===== src/dtm_pkg.sv =====
package dtm_pkg;

  // Result status codes
  typedef enum logic [2:0] {
    ST_OK     = 3'd0,
    ST_YEAR   = 3'd1,
    ST_MONTH  = 3'd2,
    ST_DAY    = 3'd3,
    ST_HOUR   = 3'd4,
    ST_MINUTE = 3'd5,
    ST_SECOND = 3'd6
  } status_e;

  localparam int unsigned EpochW = 41;
  localparam int unsigned TotalW = 42;

  localparam logic [19:0]        UsMax         = 20'd999999;
  localparam logic signed [15:0] CenturyBase   = 16'sd1900;
  localparam logic signed [15:0] PivotYear     = 16'sd50;
  localparam logic signed [15:0] CenturyLen    = 16'sd100;
  localparam logic signed [15:0] YearMin       = 16'sd1;
  localparam logic signed [15:0] YearMax       = 16'sd200;
  localparam logic signed [17:0] DayBase       = 18'sd36525;
  localparam logic signed [34:0] SecPerDay     = 35'sd86400;
  localparam logic signed [41:0] HalfDayOffset = 42'sd2894400;

  // Input transaction
  typedef struct packed {
    logic [13:0] year_value;
    logic        four_digit_year;
    logic [6:0]  month;
    logic [6:0]  day;
    logic [6:0]  hour;
    logic [6:0]  minute;
    logic [6:0]  second;
    logic [19:0] microsecond;
  } dtm_in_t;

  // Output transaction
  typedef struct packed {
    logic signed [41:0] total_seconds;
    logic [19:0]        sub_second;
    status_e            status;
  } dtm_out_t;

  // After range checks and month shift
  typedef struct packed {
    logic [7:0]  year;
    logic [3:0]  month;
    logic [4:0]  day;
    logic [4:0]  hour;
    logic [5:0]  minute;
    logic [5:0]  second;
    logic [19:0] us;
    status_e     status;
  } dtm_s1_t;

  // After day count and time of day
  typedef struct packed {
    logic signed [16:0] days;
    logic [16:0]        tod;
    logic [19:0]        us;
    status_e            status;
  } dtm_s2_t;

  // After scaling days to seconds
  typedef struct packed {
    logic signed [34:0] scaled;
    logic [16:0]        tod;
    logic [19:0]        us;
    status_e            status;
  } dtm_s3_t;

  // Days in month, February always 29
  function automatic logic [4:0] month_len(input logic [6:0] m);
    logic [4:0] len;
    len = 5'd31;
    if (m == 7'd2) begin
      len = 5'd29;
    end else if (m == 7'd4 || m == 7'd6 || m == 7'd9 || m == 7'd11) begin
      len = 5'd30;
    end
    return len;
  endfunction

  // floor(3(m+1)/5) for shifted months 3 to 14
  function automatic logic [3:0] month_frac(input logic [3:0] m);
    logic [3:0] f;
    unique case (m)
      4'd3:    f = 4'd2;
      4'd4:    f = 4'd3;
      4'd5:    f = 4'd3;
      4'd6:    f = 4'd4;
      4'd7:    f = 4'd4;
      4'd8:    f = 4'd5;
      4'd9:    f = 4'd6;
      4'd10:   f = 4'd6;
      4'd11:   f = 4'd7;
      4'd12:   f = 4'd7;
      4'd13:   f = 4'd8;
      4'd14:   f = 4'd9;
      default: f = 4'd0;
    endcase
    return f;
  endfunction

endpackage


===== src/dtm_daycount.sv =====
module dtm_daycount (
  input  logic             clk_i,
  input  logic             rst_ni,
  input  logic             in_valid_i,
  output logic             in_ready_o,
  input  dtm_pkg::dtm_s1_t in_data_i,
  output logic             out_valid_o,
  input  logic             out_ready_i,
  output dtm_pkg::dtm_s2_t out_data_o
);

  logic               valid_q;
  dtm_pkg::dtm_s2_t   data_q, data_d;
  logic [16:0]        day_sum;
  logic signed [17:0] day_diff;

  // Count days from the calendar fields, then take the time of day
  always_comb begin
    day_sum = 17'(in_data_i.year) * 17'd365
            + 17'(in_data_i.month) * 17'd30
            + 17'(in_data_i.day)
            + 17'(dtm_pkg::month_frac(in_data_i.month))
            + 17'(in_data_i.year[7:2]);
    day_diff = signed'({1'b0, day_sum}) - dtm_pkg::DayBase;
    data_d.days   = day_diff[16:0];
    data_d.tod    = 17'(in_data_i.hour) * 17'd3600
                  + 17'(in_data_i.minute) * 17'd60
                  + 17'(in_data_i.second);
    data_d.us     = in_data_i.us;
    data_d.status = in_data_i.status;
  end

  assign in_ready_o  = !valid_q || out_ready_i;
  assign out_valid_o = valid_q;
  assign out_data_o  = data_q;

  always_ff @(posedge clk_i or negedge rst_ni) begin
    if (!rst_ni) begin
      valid_q <= 1'b0;
    end else if (in_ready_o) begin
      valid_q <= in_valid_i;
    end
  end

  always_ff @(posedge clk_i) begin
    if (in_ready_o && in_valid_i) begin
      data_q <= data_d;
    end
  end

endmodule


===== config.mk =====
export PLATFORM = sky130hd
export DESIGN_NAME = dtm_daycount
export DESIGN_NICKNAME = d
export VERILOG_FILES = /design/src/dtm_pkg.sv /design/src/dtm_daycount.sv
export SDC_FILE = /design/constraint.sdc
export NUM_CORES = 1
export LEC_CHECK = 0
export BUFFER_PORTS_ARGS = -buffer_cell sky130_fd_sc_hd__buf_2
export CAP_MARGIN = 20
export CORE_MARGIN = 2
export CORE_UTILIZATION = 52
export CTS_BUF_LIST = sky130_fd_sc_hd__clkbuf_16
export DETAILED_ROUTE_END_ITERATION = 10
export PLACE_DENSITY = 0.74
export SYNTH_ARGS = -nofsm -noshare
export SYNTH_HDL_FRONTEND = slang
export SYNTH_SLANG_ARGS = --single-unit

===== constraint.sdc =====
create_clock -name clk_i -period 3.1 [get_ports clk_i]
set_input_delay 0.155 -clock clk_i [delete_from_list [all_inputs] [get_ports clk_i]]
set_output_delay 0.155 -clock clk_i [all_outputs]
set_load 0.005 [all_outputs]

==> metrics.cfg <==
[detailed_routing]
drt_iter0_drc = 244
drc = 0
routedWlPerCell_um = 15.8
drt-total-wl_mm = 15.7
drt.antenna.violating_nets = 0
drt_pass1_iterations = 4
vias_per_cell = 5.15
vias = 5102

[cts]
clockBufferDepth = 2
clock-root-buffer = clkbuf_16
clock-sinks = 58
numCtsBuffers = 9
htreeDepth = 3
cts_tree = done
clkTransAtPathRegs_ps = 50
clkLatencyLatePin_ps = 320

[hold_path]
hold_class = input port to register
holdPathStages = 1

[global_routing]
overflow = 0
grt_start_max_net_pins = 46
grt_usage_pct = 23.7
grt_pass1_wl_mm = 24.8
antenna_found_initial = 0
first_global_vias = 5440

[logic_synthesis]
syn_area_um2 = 6390
synthFlopType = edfxtp_1
avgSynthCellArea_um2 = 11.0
async_flop_share_pct = 1.72
ys_types = 47
seq_area_frac_synth_pct = 27.2
ys_ff_latch = 58
synth_cells = 579
syn-num-nets = 831
yosys_warnings = 0
synth_area_leader_cell = edfxtp_1
synth_edf_count = 57
synth_top_area_share_pct = 26.8
synth.area.top_cells = edfxtp_1, ha_1, fa_1

[floorplanning]
die_h_um = 115
initial_core_util_pct = 53.2
die_width_um = 115
ios = 120
placementRows = 40
die-area_um2 = 13200
core_area_um2 = 12000

[placement]
placed_cells = 961
dpl_cell_area_um2 = 8270
hpwl_mm = 12.4
place.port_buffers = 119
place_congestion = 0.931

[sta]
hold_viol = 0
setup_ws_ps = -2440
fmax_mhz = 180
skew_ps = 4.25
setup_viol = 25
worst_pin_slew_ps = 563
period_share_pct = 179
min_period_ps = 5540
worst_slew_margin_rel_pct = 62.5
drv_slew = 0
holdWs_ps = 10.6
rsz0062_at_grt = true

[final_layout]
seqCellArea_um2 = 1740
nNetsFinal = 1091
antenna_cells = 0
fin_area_um2 = 9130
final_cells = 991
area_growth_pct = 42.8
layout_common_cells = inv_1, buf_2, buf_4, ha_1, fa_1
multi_input_area_um2 = 4760
layout-drive-gt1-share_pct = 43.1
fill_cells = 783
utilization_pct = 76.0
final_common_cell = inv_1

[outcome]
violations = negative setup slack
outcome = finished, violations left

[worst_setup_path]
worstPathRequired_ps = 3170
critPathKind = input port to register
reg2regPathDepth = 3
end_kind = register
crit_arrival_ps = 5610
critPathLaunchType = input port
cp_max_fo = 2

[power]
p_leak_nw = 4.55
pwr-share-clk_pct = 8.7
switching_share_pct = 41.2
pwr-share-seq_pct = 13.3
ir_drop_mv = 0.999
finalPower_w = 0.0106
power.density_nw_per_um2 = 1160
pwr-share-comb_pct = 78.0
p_int_w = 0.00622
p_switching_w = 0.00436

[run]
max-cap-violations = 0

what timing repair did:
item                       in CTS  in global routing
buffers inserted               10                  7
setup endpoints to repair      26                 26
hold buffers                    2                  0
gates resized for setup        57                 54
pin swaps                      39                 40
hold endpoints to repair        2                  0
power by group through the flow:
stage	registers, W	logic [W]	clock network [W]
finish	0.00140	0.00826	0.000919
global route	0.00142	0.00903	0.000966
CTS	0.00141	0.00732	0.000933
detailed placement	0.00142	0.00644	0
global placement	0.00141	0.00617	0
floorplan	0.00144	0.00418	0
critical path, cell delays in order:
cell and delay [ps]:
buf_6 100, fa_1 570, inv_2 50, fa_1 520
fa_2 380, inv_2 50, a21o_1 110, a21oi_2 50
xnor2_1 120, ha_2 320, inv_2 30, fa_1 470
inv_1 40, fa_1 450, fa_1 490, inv_1 50
fa_1 490, inv_2 50, ha_4 160, a21o_1 180
a21o_1 170, a21o_1 170, a31o_1 180, a311o_1 260
path summary, 6_finish.rpt:
check / slack (ps) / startpoint / end
hold / removal: 10 / in_data_i[7] / out_data_o[7]$_DFFE_PP_
min in group asynchronous: 160 / rst_ni / out_valid_o$_DFFE_PN0N_
setup reg to reg: 1330 / out_valid_o$_DFFE_PN0N_ / out_data_o[37]$_DFFE_PP_
max in group asynchronous: 2850 / rst_ni / out_valid_o$_DFFE_PN0N_
setup / recovery: -2440 / in_data_i[45] / out_data_o[55]$_DFFE_PP_
hold reg to reg: 580 / out_valid_o$_DFFE_PN0N_ / out_valid_o$_DFFE_PN0N_
per-layer routing:
layer	vias up	GRT usage (%)	wire, um
met2	163	43.6	8170
met5	-	0	5
met3	33	3.27	854
li1	2450	-	-
met1	2454	28.6	6180
met4	2	7.87	484
synthesized netlist by cell type, types with 2 or more instances:
library cell and instances:
o21bai_1 3, nand3_1 7, xnor2_1 25, edfxtp_1 57
o2111ai_1 3, o21a_1 3, and2_1 2, nor3_1 6
ha_1 126, inv_1 129, xor2_1 15, o211ai_1 6
nand2b_1 8, nor2b_1 6, buf_2 2, nand2_1 17
a31oi_1 4, o21ai_1 7, fa_1 65, a21oi_1 26
a211oi_1 3, nor2_1 18, a21o_1 8, mux2i_1 2
o21ai_0 9
through the flow:
stage | worst slack [ps] | TNS [ps]
final | -2440 | -33610
after global routing | -2680 | -37370
after CTS | -2420 | -32770
after detailed placement | -2830 | -43780
after global placement | -2760 | -41690
after floorplan | -2550 | -32200
cell families (layout without fill, tap and decap cells):
kind of cell               after synthesis  count (layout)  share of synthesized area, %
buffers and inverters                  132             397                          7.90
muxes                                    2               2                         0.313
xor gates and xnor gates                40              40                          5.48
AOI/OAI and AO/OA                       85              85                          8.67
DFF                                     58              58                          27.2
adders and majority gates              191             191                          45.0
and+or+nand+nor                         71              71                          5.48
area by class of cell:
| type | instances | area share [%] |
|---|---|---|
| Timing Repair Buffer | 252 | 18.5 |
| Inverter | 129 | 5.30 |
| Clock inverter | 7 | 0.603 |
| Multi-Input combinational cell | 389 | 52.1 |
| Tap cell | 147 | 2.01 |
| Sequential cell | 58 | 19.0 |
| Clock buffer | 9 | 2.47 |
sequential cells by signal (all words and copies together), names as in the netlist:
register     flops
out_data_o      57
out_valid_o      1
Power figures use the tool's default switching activity.
