File: src/dtm_pkg.sv
package dtm_pkg;

  // Result status codes
  typedef enum logic [2:0] {
    ST_OK     = 3'd0,
    ST_YEAR   = 3'd1,
    ST_MONTH  = 3'd2,
    ST_DAY    = 3'd3,
    ST_HOUR   = 3'd4,
    ST_MINUTE = 3'd5,
    ST_SECOND = 3'd6
  } status_e;

  localparam int unsigned EpochW = 41;
  localparam int unsigned TotalW = 42;

  localparam logic [19:0]        UsMax         = 20'd999999;
  localparam logic signed [15:0] CenturyBase   = 16'sd1900;
  localparam logic signed [15:0] PivotYear     = 16'sd50;
  localparam logic signed [15:0] CenturyLen    = 16'sd100;
  localparam logic signed [15:0] YearMin       = 16'sd1;
  localparam logic signed [15:0] YearMax       = 16'sd200;
  localparam logic signed [17:0] DayBase       = 18'sd36525;
  localparam logic signed [34:0] SecPerDay     = 35'sd86400;
  localparam logic signed [41:0] HalfDayOffset = 42'sd2894400;

  // Input transaction
  typedef struct packed {
    logic [13:0] year_value;
    logic        four_digit_year;
    logic [6:0]  month;
    logic [6:0]  day;
    logic [6:0]  hour;
    logic [6:0]  minute;
    logic [6:0]  second;
    logic [19:0] microsecond;
  } dtm_in_t;

  // Output transaction
  typedef struct packed {
    logic signed [41:0] total_seconds;
    logic [19:0]        sub_second;
    status_e            status;
  } dtm_out_t;

  // After range checks and month shift
  typedef struct packed {
    logic [7:0]  year;
    logic [3:0]  month;
    logic [4:0]  day;
    logic [4:0]  hour;
    logic [5:0]  minute;
    logic [5:0]  second;
    logic [19:0] us;
    status_e     status;
  } dtm_s1_t;

  // After day count and time of day
  typedef struct packed {
    logic signed [16:0] days;
    logic [16:0]        tod;
    logic [19:0]        us;
    status_e            status;
  } dtm_s2_t;

  // After scaling days to seconds
  typedef struct packed {
    logic signed [34:0] scaled;
    logic [16:0]        tod;
    logic [19:0]        us;
    status_e            status;
  } dtm_s3_t;

  // Days in month, February always 29
  function automatic logic [4:0] month_len(input logic [6:0] m);
    logic [4:0] len;
    len = 5'd31;
    if (m == 7'd2) begin
      len = 5'd29;
    end else if (m == 7'd4 || m == 7'd6 || m == 7'd9 || m == 7'd11) begin
      len = 5'd30;
    end
    return len;
  endfunction

  // floor(3(m+1)/5) for shifted months 3 to 14
  function automatic logic [3:0] month_frac(input logic [3:0] m);
    logic [3:0] f;
    unique case (m)
      4'd3:    f = 4'd2;
      4'd4:    f = 4'd3;
      4'd5:    f = 4'd3;
      4'd6:    f = 4'd4;
      4'd7:    f = 4'd4;
      4'd8:    f = 4'd5;
      4'd9:    f = 4'd6;
      4'd10:   f = 4'd6;
      4'd11:   f = 4'd7;
      4'd12:   f = 4'd7;
      4'd13:   f = 4'd8;
      4'd14:   f = 4'd9;
      default: f = 4'd0;
    endcase
    return f;
  endfunction

endpackage

File: src/dtm_check.sv
module dtm_check (
  input  logic             clk_i,
  input  logic             rst_ni,
  input  logic             in_valid_i,
  output logic             in_ready_o,
  input  dtm_pkg::dtm_in_t in_data_i,
  output logic             out_valid_o,
  input  logic             out_ready_i,
  output dtm_pkg::dtm_s1_t out_data_o
);

  logic               valid_q;
  dtm_pkg::dtm_s1_t   data_q, data_d;
  logic signed [15:0] year_sub, year_adj;
  logic               early;
  dtm_pkg::status_e   status;

  // Adjust the year: drop the century, wrap years below the pivot
  always_comb begin
    year_sub = signed'({2'b00, in_data_i.year_value});
    if (in_data_i.four_digit_year) begin
      year_sub = year_sub - dtm_pkg::CenturyBase;
    end
    year_adj = year_sub;
    if (year_sub < dtm_pkg::PivotYear) begin
      year_adj = year_sub + dtm_pkg::CenturyLen;
    end
  end

  // Range checks, first failure wins
  always_comb begin
    priority if (year_adj < dtm_pkg::YearMin || year_adj > dtm_pkg::YearMax) begin
      status = dtm_pkg::ST_YEAR;
    end else if (in_data_i.month < 7'd1 || in_data_i.month > 7'd12) begin
      status = dtm_pkg::ST_MONTH;
    end else if (in_data_i.day < 7'd1 ||
                 in_data_i.day > {2'b00, dtm_pkg::month_len(in_data_i.month)}) begin
      status = dtm_pkg::ST_DAY;
    end else if (in_data_i.hour > 7'd23) begin
      status = dtm_pkg::ST_HOUR;
    end else if (in_data_i.minute > 7'd59) begin
      status = dtm_pkg::ST_MINUTE;
    end else if (in_data_i.second > 7'd59) begin
      status = dtm_pkg::ST_SECOND;
    end else begin
      status = dtm_pkg::ST_OK;
    end
  end

  // Move January and February to the end of the previous year
  always_comb begin
    early          = in_data_i.month < 7'd3;
    data_d.year    = year_adj[7:0] - {7'd0, early};
    data_d.month   = early ? in_data_i.month[3:0] + 4'd12 : in_data_i.month[3:0];
    data_d.day     = in_data_i.day[4:0];
    data_d.hour    = in_data_i.hour[4:0];
    data_d.minute  = in_data_i.minute[5:0];
    data_d.second  = in_data_i.second[5:0];
    data_d.us      = (in_data_i.microsecond > dtm_pkg::UsMax) ? dtm_pkg::UsMax
                                                               : in_data_i.microsecond;
    data_d.status  = status;
  end

  assign in_ready_o  = !valid_q || out_ready_i;
  assign out_valid_o = valid_q;
  assign out_data_o  = data_q;

  // Advance the stage when the next one takes the transaction
  always_ff @(posedge clk_i or negedge rst_ni) begin
    if (!rst_ni) begin
      valid_q <= 1'b0;
    end else if (in_ready_o) begin
      valid_q <= in_valid_i;
    end
  end

  always_ff @(posedge clk_i) begin
    if (in_ready_o && in_valid_i) begin
      data_q <= data_d;
    end
  end

endmodule

File: config.mk
export PLATFORM = sky130hd
export DESIGN_NAME = dtm_check
export DESIGN_NICKNAME = d
export VERILOG_FILES = /design/src/dtm_pkg.sv /design/src/dtm_check.sv
export SDC_FILE = /design/constraint.sdc
export NUM_CORES = 1
export LEC_CHECK = 0
export ABC_AREA = 1
export BUFFER_PORTS_ARGS = -buffer_cell sky130_fd_sc_hd__buf_2
export CAP_MARGIN = 20
export CORE_MARGIN = 3
export CORE_UTILIZATION = 40
export CTS_BUF_LIST = sky130_fd_sc_hd__clkbuf_8
export CTS_CLUSTER_SIZE = 16
export DETAILED_ROUTE_END_ITERATION = 7
export PLACE_DENSITY = 0.75
export REMOVE_ABC_BUFFERS = 1
export SETUP_SLACK_MARGIN = 0.05
export SYNTH_ARGS = -nofsm -noshare
export SYNTH_HDL_FRONTEND = slang
export SYNTH_SLANG_ARGS = --single-unit
File: constraint.sdc
create_clock -name clk_i -period 3.8 [get_ports clk_i]
set_clock_uncertainty 0.05 [all_clocks]
set_input_delay 0.57 -clock clk_i [delete_from_list [all_inputs] [get_ports clk_i]]
set_output_delay 0.57 -clock clk_i [all_outputs]
set_load 0.005 [all_outputs]
==> key figures <==
Placed design
  – Port Buf Inserts: 132
  – Pre-CTS setup slack: 0.4937 ns
  – DP Area: 0.004034 sq mm
  – Placer congestion estimate: 0.8376
  – DP HPWL: 6.352 mm

Synth
  – Commonest cells in the netlist: nand2_1 (88), edfxtp_1 (57), inv_1 (44)
  – Post-synth ARST share: 1.724%
  – Syn. warnings: 0
  – Synth area leader: edfxtp_1
  – Top FF cell, synth: edfxtp_1
  – Synth top area cells: edfxtp_1 (53%), nand2_1 (10%), inv_1 (5.1%)
  – Cell area after synthesis: 0.003241 sq mm
  – Top-area cell type share of the netlist area: 52.82%
  – Synth unique cells: 36
  – Post-Syn Instances: 353
  – Synthesized area per cell: 9.180 sq um
  – Seq/Total Area, Yosys: 53.59%
  – Post-synth EDFFs: 57
  – Count leader, synth: nand2_1
  – Synth Register Bits: 58

Route
  – TritonRoute pass-1 iters: 4
  – Remaining antenna violation count: 0
  – DRC Markers: 0
  – Via count: 2815
  – Vias per inst: 4.699
  – Iter 0 DRT Violations: 69
  – WL/cell: 12.69 um
  – Drt total wl: 7.599 mm

Layout
  – Final design area excluding fillers: 0.004228 sq mm
  – # diodes: 0
  – Area growth, synth to finish: 30.46%
  – Share of cells above drive strength 1: 37.42%
  – Final-stage net count: 578
  – Filler cell count: 724

Timing
  – Final Max Tran Viols: 0
  – Worst Slack Setup Final: 0.8240 ns
  – RSZ-0062 raised after global routing: no
  – Least-Margin Pin Slew: 0.6686 ns
  – Final hold violations: 0
  – Final setup viols: 0
  – Post-route minimum period: 2.976 ns
  – Rel. slew slack: 55.33%
  – Period utilization: 78.32%
  – Setup TNS: 0 ns
  – Final hold slack: 0.3743 ns
  – Top achievable clock speed: 336.0 MHz

Power
  – VDD IR-drop max: 0.1305 mV
  – Static leakage: 2.032 nW
  – PwrDens: 365.3 mW/mm^2
  – Total Power: 0.001544 W

Floorplan
  – Num rows: 32
  – Initial Util: 41.51%
  – Die area: 0.009218 sq mm
  – Die W: 96.01 um
  – Core Region: 0.007807 sq mm
  – I/O pin cnt: 133
  – Die height: 96.01 um

Critical path
  – Worst-path maximum fanout: 6
  – Setup Crit Path Kind: input port to flop
  – CP endpoint kind: flop
  – Worst setup SP type: input port
  – Required @ worst endpoint: 3.83 ns
  – CP arrival: 3.00 ns

Clocking
  – Skew-Pair Late Insertion Delay: 0.32 ns
  – Number of post-CTS setup repair buffers: 0
  – Clock transition at the registers of the reported paths: 0.06 ns
  – Max Root-Sink Buffers: 2
  – TritonCTS clock tree: built
  – Cts bufs inserted: 9
  – Clock tree sinks: 58
  – Htree depth: 3
  – Cts repair resizes: 0
  – Clock Root Buffer: clkbuf_8

Outcome
  – Outcome: complete, no violations

Global route
  – Vias in the first global route: 2609
  – Gr usage total: 16.19%
  – Total gr overflow: 0
  – Initial antenna violation count: 0
  – Largest net degree at the start of global routing: 38
  – First-pass GRT wire length: 11.43 mm

Hold path
  – Worst hold path class: input port to flop

Run
  – Max-cap violations: 0
==> metal layers <==
metal	GRT usage [%]	wire length [um]	share of wire, %	up-vias
li1	-	-	-	1446
met1	17.85	2947	39	1263
met2	28.75	3830	50	96
met3	4.691	669	8.8	10
met4	6.991	151	2.0	0
met5	0	0	0	-
==> final timing paths <==
path	cells past startpoint	from	slack [ns]	endpoint
max in group asynchronous	2	rst_ni	3.11	out_valid_o
worst min-delay path	1	in_data_i[21]	0.37	out_data_o[24]
worst max register to register	2	out_valid_o	2.14	out_data_o[11]
min in group asynchronous	2	rst_ni	0.50	out_valid_o
worst min register to register	2	out_valid_o	0.56	out_valid_o
worst max-delay path	18	in_data_i[58]	0.82	out_data_o[56]
==> cell type report <==
type                            instances  area, sq um  area share [%]
Tap cell                              102        127.6           3.019
Clock inverter                          7        60.06           1.421
Multi-Input combinational cell        236         1286           30.42
Timing Repair Buffer                  135        698.2           16.51
Sequential cell                        58         1737           41.08
Inverter                               52        195.2           4.617
Clock buffer                            9        123.9           2.930
==> flip-flops by register name, indices dropped and copies added (netlist names) <==
name / flops
out_data_o: 57
out_valid_o: 1
==> through the flow <==
step / utilization (%) / instances
after CTS: 54.15 / 599
final: 54.15 / 599
after global placement: 51.67 / 582
after global routing: 54.15 / 599
after detailed placement: 51.67 / 582
after floorplan: - / 346
==> cells in the final DEF (no fill, tap or decap), drive strengths merged <==
cell type    synthesis  layout
o21ai                8       8
o2111ai              2       2
clkbuf               5       9
nand4                7       7
dlygate4sd3          0       1
nand3b               1       1
dfrtp                1       1
a21boi               1       1
nor3                 4       4
edfxtp              57      57
bufinv               0       1
a31oi                1       1
a41oi                2       2
clkinv               0       5
a21oi                4       4
nor2                42      42
xor2                 7       7
clkinvlp             0       1
xnor2                1       1
a2111oi              1       1
inv                 52      52
nand3               34      34
nor3b                1       1
o21a                 1       1
buf                  2     134
or2                  9       9
o31ai                1       1
ha                  12      12
a211oi               1       1
nand2               96      96
==> timing repair <==
item / CTS / global route
endpoints found under the setup margin: 0 / 0
hold endpoints to repair: 1 / 0
hold buffers: 1 / 0
==> report_power, final <==
part | internal (W) | switching, W
clock | 0.000294 | 0.000228
sequential | 0.000750 | 0.00000908
combinational | 0.000107 | 0.000156
total | 0.00115 | 0.000393
==> worst max-delay path, cell delays in order <==
cell and delay [ns]:
buf_2 0.12, ha_1 0.28, or2_2 0.29, o21a_1 0.15, inv_1 0.09, ha_1 0.15
a21boi_0 0.17, a21oi_1 0.06, nand2_1 0.08, nand3_1 0.07, nor3_1 0.18, nand2_2 0.14
nand3_2 0.11, nand2_1 0.12, nor2_4 0.14, nand3_2 0.11, o21ai_1 0.13, nand2_1 0.06
==> cells by family (layout without fill, tap and decap cells) <==
family / count (synthesis) / after routing / synth area share, %
flops: 58 / 58 / 53.59
simple gates: 194 / 194 / 27.53
buf+inv: 59 / 203 / 7.066
compound gates: 22 / 22 / 4.788
fa+ha+maj: 12 / 12 / 4.633
xor+xnor: 8 / 8 / 2.394
Power figures use the tool's default switching activity.
