===== src/dtm_pkg.sv =====
package dtm_pkg;

  // Result status codes
  typedef enum logic [2:0] {
    ST_OK     = 3'd0,
    ST_YEAR   = 3'd1,
    ST_MONTH  = 3'd2,
    ST_DAY    = 3'd3,
    ST_HOUR   = 3'd4,
    ST_MINUTE = 3'd5,
    ST_SECOND = 3'd6
  } status_e;

  localparam int unsigned EpochW = 41;
  localparam int unsigned TotalW = 42;

  localparam logic [19:0]        UsMax         = 20'd999999;
  localparam logic signed [15:0] CenturyBase   = 16'sd1900;
  localparam logic signed [15:0] PivotYear     = 16'sd50;
  localparam logic signed [15:0] CenturyLen    = 16'sd100;
  localparam logic signed [15:0] YearMin       = 16'sd1;
  localparam logic signed [15:0] YearMax       = 16'sd200;
  localparam logic signed [17:0] DayBase       = 18'sd36525;
  localparam logic signed [34:0] SecPerDay     = 35'sd86400;
  localparam logic signed [41:0] HalfDayOffset = 42'sd2894400;

  // Input transaction
  typedef struct packed {
    logic [13:0] year_value;
    logic        four_digit_year;
    logic [6:0]  month;
    logic [6:0]  day;
    logic [6:0]  hour;
    logic [6:0]  minute;
    logic [6:0]  second;
    logic [19:0] microsecond;
  } dtm_in_t;

  // Output transaction
  typedef struct packed {
    logic signed [41:0] total_seconds;
    logic [19:0]        sub_second;
    status_e            status;
  } dtm_out_t;

  // After range checks and month shift
  typedef struct packed {
    logic [7:0]  year;
    logic [3:0]  month;
    logic [4:0]  day;
    logic [4:0]  hour;
    logic [5:0]  minute;
    logic [5:0]  second;
    logic [19:0] us;
    status_e     status;
  } dtm_s1_t;

  // After day count and time of day
  typedef struct packed {
    logic signed [16:0] days;
    logic [16:0]        tod;
    logic [19:0]        us;
    status_e            status;
  } dtm_s2_t;

  // After scaling days to seconds
  typedef struct packed {
    logic signed [34:0] scaled;
    logic [16:0]        tod;
    logic [19:0]        us;
    status_e            status;
  } dtm_s3_t;

  // Days in month, February always 29
  function automatic logic [4:0] month_len(input logic [6:0] m);
    logic [4:0] len;
    len = 5'd31;
    if (m == 7'd2) begin
      len = 5'd29;
    end else if (m == 7'd4 || m == 7'd6 || m == 7'd9 || m == 7'd11) begin
      len = 5'd30;
    end
    return len;
  endfunction

  // floor(3(m+1)/5) for shifted months 3 to 14
  function automatic logic [3:0] month_frac(input logic [3:0] m);
    logic [3:0] f;
    unique case (m)
      4'd3:    f = 4'd2;
      4'd4:    f = 4'd3;
      4'd5:    f = 4'd3;
      4'd6:    f = 4'd4;
      4'd7:    f = 4'd4;
      4'd8:    f = 4'd5;
      4'd9:    f = 4'd6;
      4'd10:   f = 4'd6;
      4'd11:   f = 4'd7;
      4'd12:   f = 4'd7;
      4'd13:   f = 4'd8;
      4'd14:   f = 4'd9;
      default: f = 4'd0;
    endcase
    return f;
  endfunction

endpackage


===== src/dtm_scale.sv =====
module dtm_scale (
  input  logic                     clk_i,
  input  logic                     rst_ni,
  input  logic signed [40:0]       epoch_i,
  input  logic                     in_valid_i,
  output logic                     in_ready_o,
  input  dtm_pkg::dtm_s2_t         in_data_i,
  output logic                     out_valid_o,
  input  logic                     out_ready_i,
  output dtm_pkg::dtm_out_t        out_data_o
);

  logic               mul_valid_q, sum_valid_q;
  logic               mul_ready, sum_ready;
  dtm_pkg::dtm_s3_t   mul_q, mul_d;
  dtm_pkg::dtm_out_t  sum_q, sum_d;
  logic signed [41:0] total;

  // Scale days to seconds
  always_comb begin
    mul_d.scaled = 35'(in_data_i.days) * dtm_pkg::SecPerDay;
    mul_d.tod    = in_data_i.tod;
    mul_d.us     = in_data_i.us;
    mul_d.status = in_data_i.status;
  end

  // Add time of day and epoch offset; zero the result on error
  always_comb begin
    total = 42'(mul_q.scaled) - dtm_pkg::HalfDayOffset
          + signed'({25'd0, mul_q.tod}) + 42'(epoch_i);
    if (mul_q.status == dtm_pkg::ST_OK) begin
      sum_d.total_seconds = total;
      sum_d.sub_second    = mul_q.us;
    end else begin
      sum_d.total_seconds = '0;
      sum_d.sub_second    = '0;
    end
    sum_d.status = mul_q.status;
  end

  assign sum_ready   = !sum_valid_q || out_ready_i;
  assign mul_ready   = !mul_valid_q || sum_ready;
  assign in_ready_o  = mul_ready;
  assign out_valid_o = sum_valid_q;
  assign out_data_o  = sum_q;

  always_ff @(posedge clk_i or negedge rst_ni) begin
    if (!rst_ni) begin
      mul_valid_q <= 1'b0;
      sum_valid_q <= 1'b0;
    end else begin
      if (mul_ready) begin
        mul_valid_q <= in_valid_i;
      end
      if (sum_ready) begin
        sum_valid_q <= mul_valid_q;
      end
    end
  end

  always_ff @(posedge clk_i) begin
    if (mul_ready && in_valid_i) begin
      mul_q <= mul_d;
    end
    if (sum_ready && mul_valid_q) begin
      sum_q <= sum_d;
    end
  end

endmodule


===== config.mk =====
export PLATFORM = sky130hd
export DESIGN_NAME = dtm_scale
export DESIGN_NICKNAME = d
export VERILOG_FILES = /design/src/dtm_pkg.sv /design/src/dtm_scale.sv
export SDC_FILE = /design/constraint.sdc
export NUM_CORES = 1
export LEC_CHECK = 0
export BUFFER_PORTS_ARGS = -buffer_cell sky130_fd_sc_hd__buf_2
export CORE_ASPECT_RATIO = 0.8
export CORE_MARGIN = 5
export CORE_UTILIZATION = 50
export DETAILED_ROUTE_END_ITERATION = 6
export PLACE_DENSITY_LB_ADDON = 0.1
export SLEW_MARGIN = 20
export SYNTH_ARGS = -nofsm -noshare
export SYNTH_HDL_FRONTEND = slang
export SYNTH_SLANG_ARGS = --single-unit

===== constraint.sdc =====
create_clock -name clk_i -period 5.3 [get_ports clk_i]
set_input_delay 0.53 -clock clk_i [delete_from_list [all_inputs] [get_ports clk_i]]
set_output_delay 0.53 -clock clk_i [all_outputs]
set_load 0.02 [all_outputs]

==> results.py, run 1 <==
metrics = {
    "status": {
        "status": "finished, final reports clean",
    },
    "cts": {
        "postCtsSetupBuffers": 0,
        "cts_max_level": 4,
        "clk_pin_slew_ns": 0.06,
        "cts_tree": "built",
        "clock_latency_ns": 0.43,
        "clock_sinks": 135,
        "cts-buffers-inserted": 17,
        "cts_root_buf": "clkbuf_16",
        "cts_buffer_depth": 2,
        "hold_buffers": 1,
        "cts-resized-gates": 0,
    },
    "worst_setup_path": {
        "end_kind": "register",
        "r2r_slack_ns": 1.55,
        "worstPathArrival_ns": 5.02,
        "regToRegStartpoint": "mul_q[53]",
        "critPathMaxStageDelay_ns": 0.53,
        "rr_endpoint": "out_data_o[61]",
        "crit_type": "input pin to register",
        "cp_slowest_cell": "fa_1",
        "required_ns": 5.47,
        "cpMostUsedCell": "inv_1",
        "crit_chain": "buf_2 > ha_1 > ha_1 > inv_1 > fa_1 > inv_1 > fa_1 > inv_1 > fa_1 > inv_1 > ha_1 > nand2_1 > o32a_1 > nand3_1 > a21oi_2 > o21ai_1 > a221o_1 > o211a_1 > o21ai_1 > xnor2_1",
        "cp_num_buf_inv": 5,
        "reg2reg_depth": 12,
        "cp_max_fo": 5,
        "crit_path_start_kind": "input pin",
        "path_delay_family": "adder cells",
    },
    "synthesis": {
        "syn_area_sq_mm": 0.01122,
        "async_flop_share_pct": 1.481,
        "synth-seq-cells": 135,
        "syn_nets": 1416,
        "synth_ff_type": "edfxtp_1",
        "yosys.cell_types.count": 62,
        "synthCells": 1063,
        "postSynthAreaPerCell_sq_um": 10.56,
        "ys_warn_count": 0,
        "synth-edff-count": 133,
        "synth_seq_area_share_pct": 36.04,
    },
    "placement": {
        "dpl_worst_slack_ns": 0.01631,
        "gp_congestion": 0.8722,
        "port_buffers": 168,
        "dpl_cell_area_sq_mm": 0.01241,
        "dp.cells": 1522,
        "dp_hpwl_mm": 18.38,
    },
    "die": {
        "chipHeight_um": 144.0,
        "fp-row-count": 49,
        "dieArea_sq_mm": 0.02556,
        "core_sq_mm": 0.02226,
        "ios": 169,
        "chipWidth_um": 177.5,
        "initial_utilization_pct": 50.42,
    },
    "power_and_ir_drop": {
        "ir_drop_uv": 237.8,
        "switchingPower_mw": 2.996,
        "p_clk_share_pct": 16.6,
        "power_frac_comb_pct": 61.4,
        "total_power_mw": 6.855,
        "swShare_pct": 43.70,
        "p_int_mw": 3.859,
        "cellPowerDensity_mw_per_mm2": 527.9,
        "seq_power_share_pct": 21.9,
        "leakage_nw": 6.475,
    },
    "sta": {
        "final.setup.worst_slack_ns": 0.4490,
        "finalSetupViolations": 0,
        "worst_pin_slew_ns": 0.9685,
        "rsz0062_at_grt": "no",
        "layout_min_cycle_time_ns": 4.851,
        "finalSetupTns_ns": 0,
        "finClkSkew_ns": 0.01086,
        "holdWs_ns": 0.2719,
        "slew_violations": 0,
        "slew_headroom_pct": 35.43,
        "max_freq_mhz": 206.1,
        "hold_violations": 0,
        "min_period_over_period_pct": 91.53,
    },
    "drt": {
        "vias_per_cell": 4.890,
        "first_pass_iters": 5,
        "drt_iter0_markers": 399,
        "ant_nets": 0,
        "dr_total_vias": 7613,
        "wl_per_cell_um": 14.68,
        "drc": 0,
        "wl_mm": 22.86,
    },
    "global_routing": {
        "gr-usage-all-layers_pct": 18.69,
        "grt_pass1_wl_mm": 37.89,
        "grt_overflow": 0,
        "grt_pass1_vias": 7595,
        "grt_max_degree": 69,
        "antenna_found_initial": 0,
    },
    "cells_and_area": {
        "nets": 1589,
        "fin_cells": 1557,
        "drive_gt1_share_pct": 17.77,
        "finalInstanceArea_sq_mm": 0.01299,
        "fin_util_pct": 58.35,
        "syn_to_final_growth_pct": 15.73,
    },
    "min_path": {
        "hp-start": "in_data_i[27]",
        "whs_path_depth": 1,
        "hold_class": "input pin to register",
        "min_to": "mul_q[27]",
    },
    "job": {
        "drv_cap": 0,
    },
}
worst max path at each step:
stage               cells after the start     startpoint        end
floorplan                              19  in_data_i[43]  mul_q[74]
global placement                       20  in_data_i[43]  mul_q[74]
detailed placement                     20  in_data_i[43]  mul_q[74]
CTS                                    20  in_data_i[43]  mul_q[74]
global route                           20  in_data_i[43]  mul_q[74]
finish                                 20  in_data_i[43]  mul_q[74]
placed cells by master, fill, tap and decap left out, drive strengths merged, types with 4 or more instances in the layout:
cell      count
xnor2        36
clkinvlp      4
xor2         18
o21bai        7
edfxtp      133
o31ai         4
a21o         31
a31oi         8
and2         28
or3           5
o21a          7
clkbuf       18
inv         234
and3         12
a211oi        7
buf         173
o211ai        5
nor3         10
nand3        17
nor2b         6
o21ai        27
nand2        37
clkinv        6
a21oi        50
ha          196
nor2         59
fa           55
nand4        11
nand2b        8
power by group through the flow:
stage / clock, mW / sequential, mW / combinational (mW)
after floorplan: 0 / 1.60 / 3.21
after global placement: 0 / 1.53 / 4.14
after detailed placement: 0 / 1.53 / 4.17
after CTS: 1.17 / 1.51 / 4.22
after global routing: 1.22 / 1.52 / 4.82
final: 1.14 / 1.50 / 4.21
layer usage:
metal / up-vias / GRT usage [%] / wire (um)
met2: 170 / 28.48 / 10070
met3: 18 / 3.502 / 1073
met1: 3465 / 27.68 / 11490
met5: - / 0 / 0
li1: 3960 / - / -
met4: 0 / 4.882 / 231
final cells by class:
class                   instances  area [sq um]
fillers                      1964          9269
inverters                     231         867.1
diodes                          2         5.005
clock buffers                  18         429.2
clock inverters                14         127.6
repair buffers                174         888.4
multi-input cells             677          6242
well taps                     306         382.9
flip-flops and latches        135          4044
logic make-up after synthesis:
kind of cell | share of synthesized area [%]
DFF | 36.04
muxes | 0.1784
AOI/OAI and AO/OA | 10.59
buffers and inverters | 8.408
xor gates and xnor gates | 4.215
and+or+nand+nor | 8.898
adders and majority gates | 31.67
cell usage after synthesis (all sizes together) (6+ instances only):
| cell type | count | area [sq um] |
|---|---|---|
| a211oi | 7 | 70.07 |
| clkbuf | 19 | 71.32 |
| nor3 | 10 | 50.05 |
| nand3 | 17 | 85.08 |
| o21bai | 7 | 52.55 |
| nor2 | 59 | 221.5 |
| inv | 231 | 867.1 |
| a21oi | 50 | 265.3 |
| o21a | 7 | 52.55 |
| a31oi | 8 | 65.06 |
| o21ai | 27 | 138.9 |
| edfxtp | 133 | 3994 |
| nor2b | 6 | 37.54 |
| and3 | 12 | 75.07 |
| and2 | 28 | 175.2 |
| xnor2 | 36 | 315.3 |
| xor2 | 18 | 157.7 |
| a21o | 31 | 232.7 |
| nand4 | 11 | 68.82 |
| ha | 196 | 2452 |
| fa | 55 | 1101 |
| nand2 | 37 | 138.9 |
| nand2b | 8 | 50.05 |
state kept, by name, summed over array words and instances (netlist names):
name and count:
out_data_o 65, mul_q 68, out_valid_o 1, mul_valid_q 1
Note: power is estimated with default switching activity, not from simulation.
==> run 2, diff against run 1 <==
Settings changed: CAP_MARGIN set to 20, CORE_MARGIN 5 to 1.5.
==> results.py, run 2 (synthesized netlist as in run 1, its figures left out) <==
metrics = {
    "worst_setup_path": {
        "end_kind": "register",
        "crit_type": "input pin to register",
        "worstPathArrival_ns": 5.05,
        "cp_max_fo": 5,
        "crit_path_start_kind": "input pin",
        "required_ns": 5.47,
    },
    "placement": {
        "port_buffers": 168,
        "dpl_worst_slack_ns": 0.02995,
        "gp_congestion": 0.8418,
        "dp_hpwl_mm": 17.94,
    },
    "die": {
        "dieArea_sq_mm": 0.02335,
        "chipHeight_um": 137.0,
        "ios": 169,
        "chipWidth_um": 170.5,
        "fp-row-count": 48,
        "initial_utilization_pct": 51.47,
        "core_sq_mm": 0.02180,
    },
    "drt": {
        "drc": 0,
        "wl_per_cell_um": 14.38,
        "ant_nets": 0,
        "wl_mm": 22.30,
        "drt_iter0_markers": 411,
        "vias_per_cell": 4.883,
        "first_pass_iters": 4,
        "dr_total_vias": 7574,
    },
    "sta": {
        "layout_min_cycle_time_ns": 4.882,
        "slew_violations": 0,
        "finalSetupTns_ns": 0,
        "worst_pin_slew_ns": 0.9708,
        "finClkSkew_ns": 0.009290,
        "min_period_over_period_pct": 92.10,
        "rsz0062_at_grt": "no",
        "slew_headroom_pct": 35.28,
        "final.setup.worst_slack_ns": 0.4185,
        "max_freq_mhz": 204.9,
        "finalSetupViolations": 0,
        "hold_violations": 0,
    },
    "cells_and_area": {
        "largest_reg_flops": 68,
        "final_common_cell": "inv_1",
        "final_cell_mix": "inv_1 (231), ha_1 (196), buf_2 (168), edfxtp_1 (133), nor2_1 (59)",
        "nets": 1589,
        "top_register": "mul_q",
        "drive_gt1_share_pct": 17.61,
        "fin_util_pct": 59.78,
        "syn_to_final_growth_pct": 16.15,
    },
    "global_routing": {
        "antenna_found_initial": 0,
        "grt_pass1_vias": 7188,
        "grt_max_degree": 69,
        "grt_pass1_wl_mm": 36.03,
        "grt.busiest_layer": "met2",
        "global_route.usage.met1_pct": 29.07,
        "grtUsageMet2_pct": 30.99,
        "met3_usage_pct": 3.036,
        "gr-usage-all-layers_pct": 20.03,
        "grt_overflow": 0,
    },
    "cts": {
        "clk_pin_slew_ns": 0.06,
        "cts_max_level": 4,
        "postCtsSetupBuffers": 0,
        "clock_sinks": 135,
        "cts_tree": "built",
        "hold_buffers": 1,
        "clock_latency_ns": 0.42,
        "cts-buffers-inserted": 17,
        "cts_root_buf": "clkbuf_16",
        "cts_buffer_depth": 2,
        "cts-resized-gates": 0,
    },
    "power_and_ir_drop": {
        "cellPowerDensity_mw_per_mm2": 532.8,
        "leakage_nw": 6.511,
        "ir_drop_uv": 209.6,
    },
    "min_path": {
        "hold_class": "input pin to register",
    },
    "status": {
        "status": "finished, final reports clean",
    },
    "job": {
        "drv_cap": 0,
    },
}
[run 2: cell types whose count changed in the layout (fill, tap and decap cells not counted), sizes merged]
cell / before / now
clkinvlp: 4 / 1
clkbuf: 18 / 17
clkinv: 6 / 10
bufinv: 1 / 4
inv: 234 / 231
[run 2: routing by layer]
layer | vias up | part of all wire [%]
li1 | 3952 | -
met1 | 3453 | 52
met2 | 154 | 44
met3 | 15 | 3.2
met4 | 0 | 0.68
met5 | - | 0
[run 2: path summary, 6_finish.rpt]
kind                               start        endpoint  slack (ns)  cells after the start
setup / recovery           in_data_i[43]       mul_q[74]        0.42                     20
hold / removal             in_data_i[29]       mul_q[29]        0.28                      1
setup reg to reg               mul_q[25]  out_data_o[59]        1.56                     13
hold reg to reg              mul_valid_q     out_valid_o        0.49                      1
max in group asynchronous         rst_ni     out_valid_o        4.79                      2
min in group asynchronous         rst_ni     mul_valid_q        0.42                      2
[run 2: through the flow]
stage	instances	area [sq um]	hold slack (ns)	total power [mW]
2_1_floorplan	1063	11220	0.2344	4.807
3_3_place_gp	1516	12410	0.3194	5.677
3_5_place_dp	1516	12410	0.3164	5.697
4_1_cts	1549	13030	0.2593	6.983
5_1_grt	1549	13030	0.2567	7.577
6_report	1551	13030	0.2787	6.943
[run 2: power by group]
part	internal [mW]	switching (mW)
clock network	0.780	0.455
logic	1.76	2.45
registers	1.46	0.0485
[run 2: cell type report]
cell class	count	area, sq um
Timing Repair Buffer	174	888.4
Clock buffer	17	425.4
Inverter	231	867.1
Multi-Input combinational cell	677	6242
Sequential cell	135	4044
Fill cell	1898	8768
Tap cell	300	375.4
Antenna cell	2	5.005
Clock inverter	15	185.2
[run 2: worst max-delay path, cell delays in order]
cell     delay (ns)
buf_2          0.14
ha_1           0.30
ha_1           0.28
inv_1          0.05
fa_1           0.53
inv_1          0.05
fa_1           0.52
inv_1          0.05
fa_1           0.52
inv_1          0.04
ha_1           0.36
a21o_1         0.18
a21oi_1        0.15
nand3_1        0.13
a21oi_2        0.22
o21ai_1        0.13
a221o_1        0.39
o211a_1        0.25
o21ai_1        0.15
xnor2_1        0.08
